[config.mk]
export PLATFORM = sky130hd
export DESIGN_NAME = dsc_cell
export DESIGN_NICKNAME = d
export VERILOG_FILES = /design/src/sv/dsc_pkg.sv /design/src/sv/dsc_mulmod.sv /design/src/sv/dsc_cell.sv
export SDC_FILE = /design/constraint.sdc
export NUM_CORES = 2
export LEC_CHECK = 0
export ABC_AREA = 1
export BUFFER_PORTS_ARGS = -buffer_cell sky130_fd_sc_hd__buf_2
export CORE_ASPECT_RATIO = 0.9
export CORE_UTILIZATION = 66
export DETAILED_ROUTE_END_ITERATION = 6
export PLACE_DENSITY = 0.88
export SLEW_MARGIN = 10
export SYNTH_ARGS = -nofsm -noshare
export SYNTH_HDL_FRONTEND = slang
export SYNTH_SLANG_ARGS = --single-unit
[constraint.sdc]
create_clock -name clock -period 12 [get_ports clock]
set_input_delay 1.2 -clock clock [delete_from_list [all_inputs] [get_ports clock]]
set_output_delay 1.2 -clock clock [all_outputs]
set_load 0.03 [all_outputs]
[src/sv/dsc_pkg.sv]
package dsc_pkg;

   localparam int FACES_DEF = 6;
   localparam int VAL_W     = 30;
   localparam int THROWS_W  = 63;

   localparam logic [VAL_W-1:0] MODULUS = 30'd1000000007;
   // floor(2^60 / MODULUS), used for Barrett reduction of a 60-bit product
   localparam logic [VAL_W:0] BARRETT_MU = 31'((64'd1 << (2 * VAL_W)) / 64'(MODULUS));

   typedef struct packed {
      logic valid;
      logic first;
      logic last;
      logic rrow;
   } dsc_tag_type;

   typedef struct packed {
      dsc_tag_type      tag;
      logic [VAL_W-1:0] a;
   } dsc_iss_type;

   typedef struct packed {
      logic init;
      logic commit;
      logic take_row;
   } dsc_ctl_type;

   // companion matrix: sub-diagonal ones, last column all ones
   function automatic logic [VAL_W-1:0] comp_entry(input int row, input int col,
                                                   input int faces);
      logic one;
      one = (col == faces - 1) || (row == col + 1);
      return {{(VAL_W-1){1'b0}}, one};
   endfunction

   function automatic logic [VAL_W-1:0] seed_entry(input int col);
      logic [VAL_W-1:0] v;
      v = {{(VAL_W-1){1'b0}}, 1'b1};
      return v << col;
   endfunction

endpackage

[src/sv/dsc_mulmod.sv]
module dsc_mulmod (
   input  logic                         clock,
   input  logic                         reset,
   input  dsc_pkg::dsc_tag_type         tag_in,
   input  logic [dsc_pkg::VAL_W-1:0]    a_in,
   input  logic [dsc_pkg::VAL_W-1:0]    b_in,
   output dsc_pkg::dsc_tag_type         tag_out,
   output logic [dsc_pkg::VAL_W-1:0]    red_out
);
   import dsc_pkg::*;

   localparam int PW = 2 * VAL_W;   // product width
   localparam int RW = VAL_W + 2;   // remainder width, holds up to 3 * MODULUS

   dsc_tag_type       tag1_ff, tag2_ff, tag3_ff, tag4_ff;
   logic [PW-1:0]     prod1_ff;
   logic [RW-1:0]     x2_ff, x3_ff, qp3_ff;
   logic [VAL_W:0]    q2_ff;
   logic [VAL_W-1:0]  red4_ff;

   logic [PW-1:0]     prod_in;
   logic [PW+1:0]     qm;
   logic [PW:0]       qp;
   logic [RW-1:0]     diff;
   logic [VAL_W-1:0]  red_in;

   assign prod_in = {{VAL_W{1'b0}}, a_in} * {{VAL_W{1'b0}}, b_in};
   assign qm      = {{(VAL_W+1){1'b0}}, prod1_ff[PW-1:VAL_W-1]}
                  * {{(VAL_W+1){1'b0}}, BARRETT_MU};
   assign qp      = {{VAL_W{1'b0}}, q2_ff} * {{(VAL_W+1){1'b0}}, MODULUS};
   assign diff    = x3_ff - qp3_ff;

   always_comb begin
      if (diff >= ({2'b00, MODULUS} << 1)) begin
         red_in = VAL_W'(diff - ({2'b00, MODULUS} << 1));
      end else if (diff >= {2'b00, MODULUS}) begin
         red_in = VAL_W'(diff - {2'b00, MODULUS});
      end else begin
         red_in = diff[VAL_W-1:0];
      end
   end

   always_ff @(posedge clock) begin
      if (reset) begin
         tag1_ff.valid <= 1'b0;
         tag2_ff.valid <= 1'b0;
         tag3_ff.valid <= 1'b0;
         tag4_ff.valid <= 1'b0;
      end else begin
         tag1_ff <= tag_in;
         tag2_ff <= tag1_ff;
         tag3_ff <= tag2_ff;
         tag4_ff <= tag3_ff;
      end
      prod1_ff <= prod_in;
      x2_ff    <= prod1_ff[RW-1:0];
      q2_ff    <= qm[PW+1:VAL_W+1];
      x3_ff    <= x2_ff;
      qp3_ff   <= qp[RW-1:0];
      red4_ff  <= red_in;
   end

   assign tag_out = tag4_ff;
   assign red_out = red4_ff;

endmodule

[src/sv/dsc_cell.sv]
module dsc_cell #(
   parameter int FACES = dsc_pkg::FACES_DEF,
   parameter int IDX   = 0
) (
   input  logic                         clock,
   input  logic                         reset,
   input  dsc_pkg::dsc_iss_type         iss_in,
   output dsc_pkg::dsc_iss_type         iss_out,
   input  dsc_pkg::dsc_ctl_type         ctl,
   input  logic [$clog2(FACES)-1:0]     rd_idx,
   output logic [dsc_pkg::VAL_W-1:0]    rd_val,
   output logic [dsc_pkg::VAL_W-1:0]    row_val,
   output logic                         done
);
   import dsc_pkg::*;

   logic [VAL_W-1:0] col_ff  [FACES];
   logic [VAL_W-1:0] ring_ff [FACES];
   logic [VAL_W-1:0] nxt_ff  [FACES];
   logic [VAL_W-1:0] row_ff, rnew_ff, acc_ff;
   logic [VAL_W-1:0] a_ff, b_ff;
   dsc_tag_type      tag0_ff;
   dsc_iss_type      iss_out_ff;
   logic             done_ff;

   dsc_tag_type      tag4;
   logic [VAL_W-1:0] red4;
   logic [VAL_W:0]   sum;
   logic [VAL_W-1:0] sum_red;

   dsc_mulmod u_mulmod (
      .clock   (clock),
      .reset   (reset),
      .tag_in  (tag0_ff),
      .a_in    (a_ff),
      .b_in    (b_ff),
      .tag_out (tag4),
      .red_out (red4)
   );

   assign sum     = (tag4.first ? {(VAL_W+1){1'b0}} : {1'b0, acc_ff}) + {1'b0, red4};
   assign sum_red = (sum >= {1'b0, MODULUS}) ? VAL_W'(sum - {1'b0, MODULUS})
                                             : sum[VAL_W-1:0];

   always_ff @(posedge clock) begin
      if (reset) begin
         tag0_ff.valid          <= 1'b0;
         iss_out_ff.tag.valid   <= 1'b0;
         done_ff                <= 1'b0;
      end else begin
         tag0_ff    <= iss_in.tag;
         iss_out_ff <= iss_in;
         if (tag4.valid && tag4.last && tag4.rrow) begin
            done_ff <= 1'b1;
         end
         if (ctl.init || ctl.commit) begin
            done_ff <= 1'b0;
         end
      end

      a_ff <= iss_in.a;
      // rotate the working copy so element k sits at the head on step k
      if (iss_in.tag.valid) begin
         b_ff <= ring_ff[0];
         for (int m = 0; m < FACES - 1; m++) begin
            ring_ff[m] <= ring_ff[m+1];
         end
         ring_ff[FACES-1] <= ring_ff[0];
      end

      if (tag4.valid) begin
         acc_ff <= sum_red;
         if (tag4.last) begin
            if (tag4.rrow) begin
               rnew_ff <= sum_red;
            end else begin
               for (int m = 0; m < FACES - 1; m++) begin
                  nxt_ff[m] <= nxt_ff[m+1];
               end
               nxt_ff[FACES-1] <= sum_red;
            end
         end
      end

      if (ctl.init) begin
         for (int m = 0; m < FACES; m++) begin
            col_ff[m]  <= comp_entry(m, IDX, FACES);
            ring_ff[m] <= comp_entry(m, IDX, FACES);
         end
         row_ff <= seed_entry(IDX);
      end else if (ctl.commit) begin
         for (int m = 0; m < FACES; m++) begin
            col_ff[m]  <= nxt_ff[m];
            ring_ff[m] <= nxt_ff[m];
         end
         if (ctl.take_row) begin
            row_ff <= rnew_ff;
         end
      end
   end

   assign iss_out = iss_out_ff;
   assign rd_val  = col_ff[rd_idx];
   assign row_val = row_ff;
   assign done    = done_ff;

endmodule

==> run_results.csv <==
group,metric,value,unit
sta,worst_pin_slew,1297,ps
sta,period_share,0.6565,
worst_setup_path,critPathSlowestCell,"edfxtp_1",
global_routing,grt_max_degree,159,
route,wl_per_cell,21.09,µm
logic_synthesis,synth_nets,12350,
worst_setup_path,worstPathRequired,12660,ps
floorplanning,fp.coreArea,0.1374,mm²
job,maxCapViolCount,0,
place,dp_hpwl,197500,µm
global_routing,use_met2,0.6084,
layout,area_delta_synth_final,6.181,%
logic_synthesis,synthFlopType,"edfxtp_1",
sta,setup_violations,0,
clock_tree,tritoncts.num_buffers,96,
floorplanning,fp.dieH,354.9,µm
layout,finalNetCount,12370,
logic_synthesis,synth_edf_count,675,
logic_synthesis,async_flop_share,0,
sta,finalSetupTns,0,ps
global_routing,top_usage_layer,"met2",
clock_tree,cts_setup_buffers,0,
sta,hold_viol_final,0,
logic_synthesis,synth.distinct_cells,54,
sta,timing.final.ws_setup,4122,ps
worst_setup_path,arrival,8540,ps
worst_setup_path,cp-end-kind,"flip-flop",
logic_synthesis,ys_warn_count,0,
place,postPlaceCellArea,0.09378,mm²
route,drc,25,
sta,slew_headroom,0.1352,
route,drt-initial-drc-count,7485,
sta,min_period,7878,ps
clock_tree,cts_root_buf,"clkbuf_16",
logic_synthesis,synth_area_per_cell,8.907,µm²
clock_tree,cts.path.max_buffers,3,
clock_tree,htree_levels,3,
logic_synthesis,synth_seq_cells,958,
logic_synthesis,yosysSeqAreaShare,0.2840,
worst_setup_path,max_stage_delay,1170,ps
route,num_vias,69730,
global_routing,antenna_found_initial,9,
floorplanning,start_util,0.6648,
global_routing,grt_pass1_vias,73330,
floorplanning,ios,137,
min_path,hp-class,"flip-flop to flip-flop",
layout,utilization,0.7059,
worst_setup_path,start_kind,"flip-flop",
layout,layout-drive-gt1-share,0.04017,
global_routing,use_met1,0.4923,
worst_setup_path,path_class,"flip-flop to flip-flop",
global_routing,globalRouteOverflowTotal,0,
layout,fillCellCount,9896,
outcome,violations,"DRC",
worst_setup_path,crit_fanout,30,
clock_tree,insertion_delay,780,ps
place,port_buffers,136,
sta,finClkSkew,78.07,ps
logic_synthesis,synthesis.area,0.09131,mm²
global_routing,grt_first_pass_wirelength,404000,µm
clock_tree,clk_pin_slew,90,ps
clock_tree,cts_hold_buf,0,
sta,rsz0062_at_grt,"no",
outcome,outcome,"finished, violations left",
place,dp_slack,4302,ps
place,gp_congestion,0.9875,
global_routing,gr-usage-all-layers,0.3748,
route,viasPerCell,5.719,
sta,slew_violations,0,
sta,timing.fmax,0.1269,GHz
route,drt_wl_total,257100,µm
route,final_antenna_net_count,0,
layout,finalInstanceArea,0.09695,mm²
clock_tree,cts_resized,0,
floorplanning,die_x,394.1,µm
route,firstDrtPassIters,7,
logic_synthesis,syn_inst,10250,
floorplanning,num_rows,129,
clock_tree,cts_sinks,958,
clock_tree,tritoncts,"yes",
floorplanning,die_area,0.1398,mm²
global_routing,use_met3,0.07404,
==> state kept, by name, indices dropped and copies added, names as in the netlist, 31 cells and up <==
register / count
col_ff: 180
nxt_ff: 180
ring_ff: 180
u_mulmod.prod1_ff: 60
iss_out: 34
u_mulmod.qp3_ff: 32
u_mulmod.x2_ff: 32
u_mulmod.x3_ff: 32
u_mulmod.q2_ff: 31
==> synth_stat cells, drive strengths merged, types with 7 or more instances <==
library cell,instances,share of area
nor3,35,0.0022
a32o,30,0.0033
a21o,24,0.0020
a21boi,10,0.00082
buf,22,0.0016
fa,1225,0.27
o21bai,10,0.00082
a31oi,40,0.0027
nor4,13,0.00089
edfxtp,675,0.22
a21oi,272,0.015
clkbuf,279,0.011
dfxtp,283,0.062
and2,7,0.00048
o22ai,30,0.0021
nand3,244,0.014
ha,827,0.11
nor2,671,0.028
nand4,52,0.0036
inv,2544,0.10
o21ai,409,0.022
o211ai,16,0.0013
o21a,13,0.0011
nand2,2300,0.095
xor2,138,0.013
xnor2,55,0.0054
==> worst max-delay path: cells and delay by family, from the launching register on <==
family / cells / cell delay (ps)
xor gates and xnor gates: 1 / 170
and+or+nand+nor: 5 / 830
DFF: 1 / 1170
buffers and inverters: 8 / 510
adders and majority gates: 9 / 4300
AOI/OAI and AO/OA: 3 / 780
==> per-layer routing <==
| metal | share of wire | routed length [µm] |
|---|---|---|
| met5 | 0.00016 | 42 |
| met4 | 0.050 | 12740 |
| met3 | 0.11 | 27590 |
| met2 | 0.46 | 119400 |
| met1 | 0.38 | 97330 |
==> logic make-up (layout without fill, tap and decap cells) <==
family | count (synthesis) | in the layout | synth area share
and+or+nand+nor | 3334 | 3334 | 0.1447
buffers and inverters | 2846 | 2949 | 0.1177
adders and majority gates | 2052 | 2052 | 0.3819
DFF | 958 | 958 | 0.2840
AOI/OAI and AO/OA | 869 | 869 | 0.05281
xor gates and xnor gates | 193 | 193 | 0.01884
other | 0 | 3 | 0
==> placed cells by master, fill, tap and decap left out, types with 40 or more instances in the layout <==
master / Yosys / layout
buf_4: 2 / 87
a31oi_1: 40 / 40
nand3_1: 239 / 239
nor2_1: 661 / 659
o21ai_0: 396 / 396
fa_1: 1225 / 1225
edfxtp_1: 675 / 675
xnor2_1: 54 / 54
ha_1: 827 / 827
a21oi_1: 272 / 272
xor2_1: 135 / 135
nand2_1: 2287 / 2286
clkbuf_16: 0 / 96
dfxtp_1: 283 / 283
nand4_1: 52 / 52
buf_2: 9 / 136
inv_1: 2540 / 2538
==> worst paths after layout <==
| check | depth (start not counted) | end | slack (ps) | start |
|---|---|---|---|---|
| min reg2reg | 0 | u_mulmod.x2_ff[9] | 270 | u_mulmod.prod1_ff[9] |
| max reg2reg | 26 | u_mulmod.prod1_ff[37] | 4120 | b_ff[5] |
| min | 0 | u_mulmod.x2_ff[9] | 270 | u_mulmod.prod1_ff[9] |
| max | 26 | u_mulmod.prod1_ff[37] | 4120 | b_ff[5] |
==> stage by stage <==
step / hold WS [ps] / std cells
after floorplan: 309.6 / 10250
after global placement: 312.2 / 12010
after detailed placement: 312.1 / 12010
after CTS: 266.6 / 12190
after global routing: 264.5 / 12190
final: 268.7 / 12190
==> layout make-up <==
| type | count | area [µm²] | area share |
|---|---|---|---|
| antenna | 3 | 7.507 | 0.00007743 |
| clock buffer | 121 | 2516 | 0.02595 |
| clock inverter | 60 | 650.6 | 0.006711 |
| inverter | 2545 | 9565 | 0.09866 |
| multi-input combinational | 6448 | 54650 | 0.5637 |
| sequential | 958 | 25930 | 0.2675 |
| tap | 1834 | 2295 | 0.02367 |
| timing repair buffer | 223 | 1334 | 0.01376 |
Power is left out: the tool's default activity adds up to more than one toggle a clock period on the data nets, which glitch-free logic cannot reach.
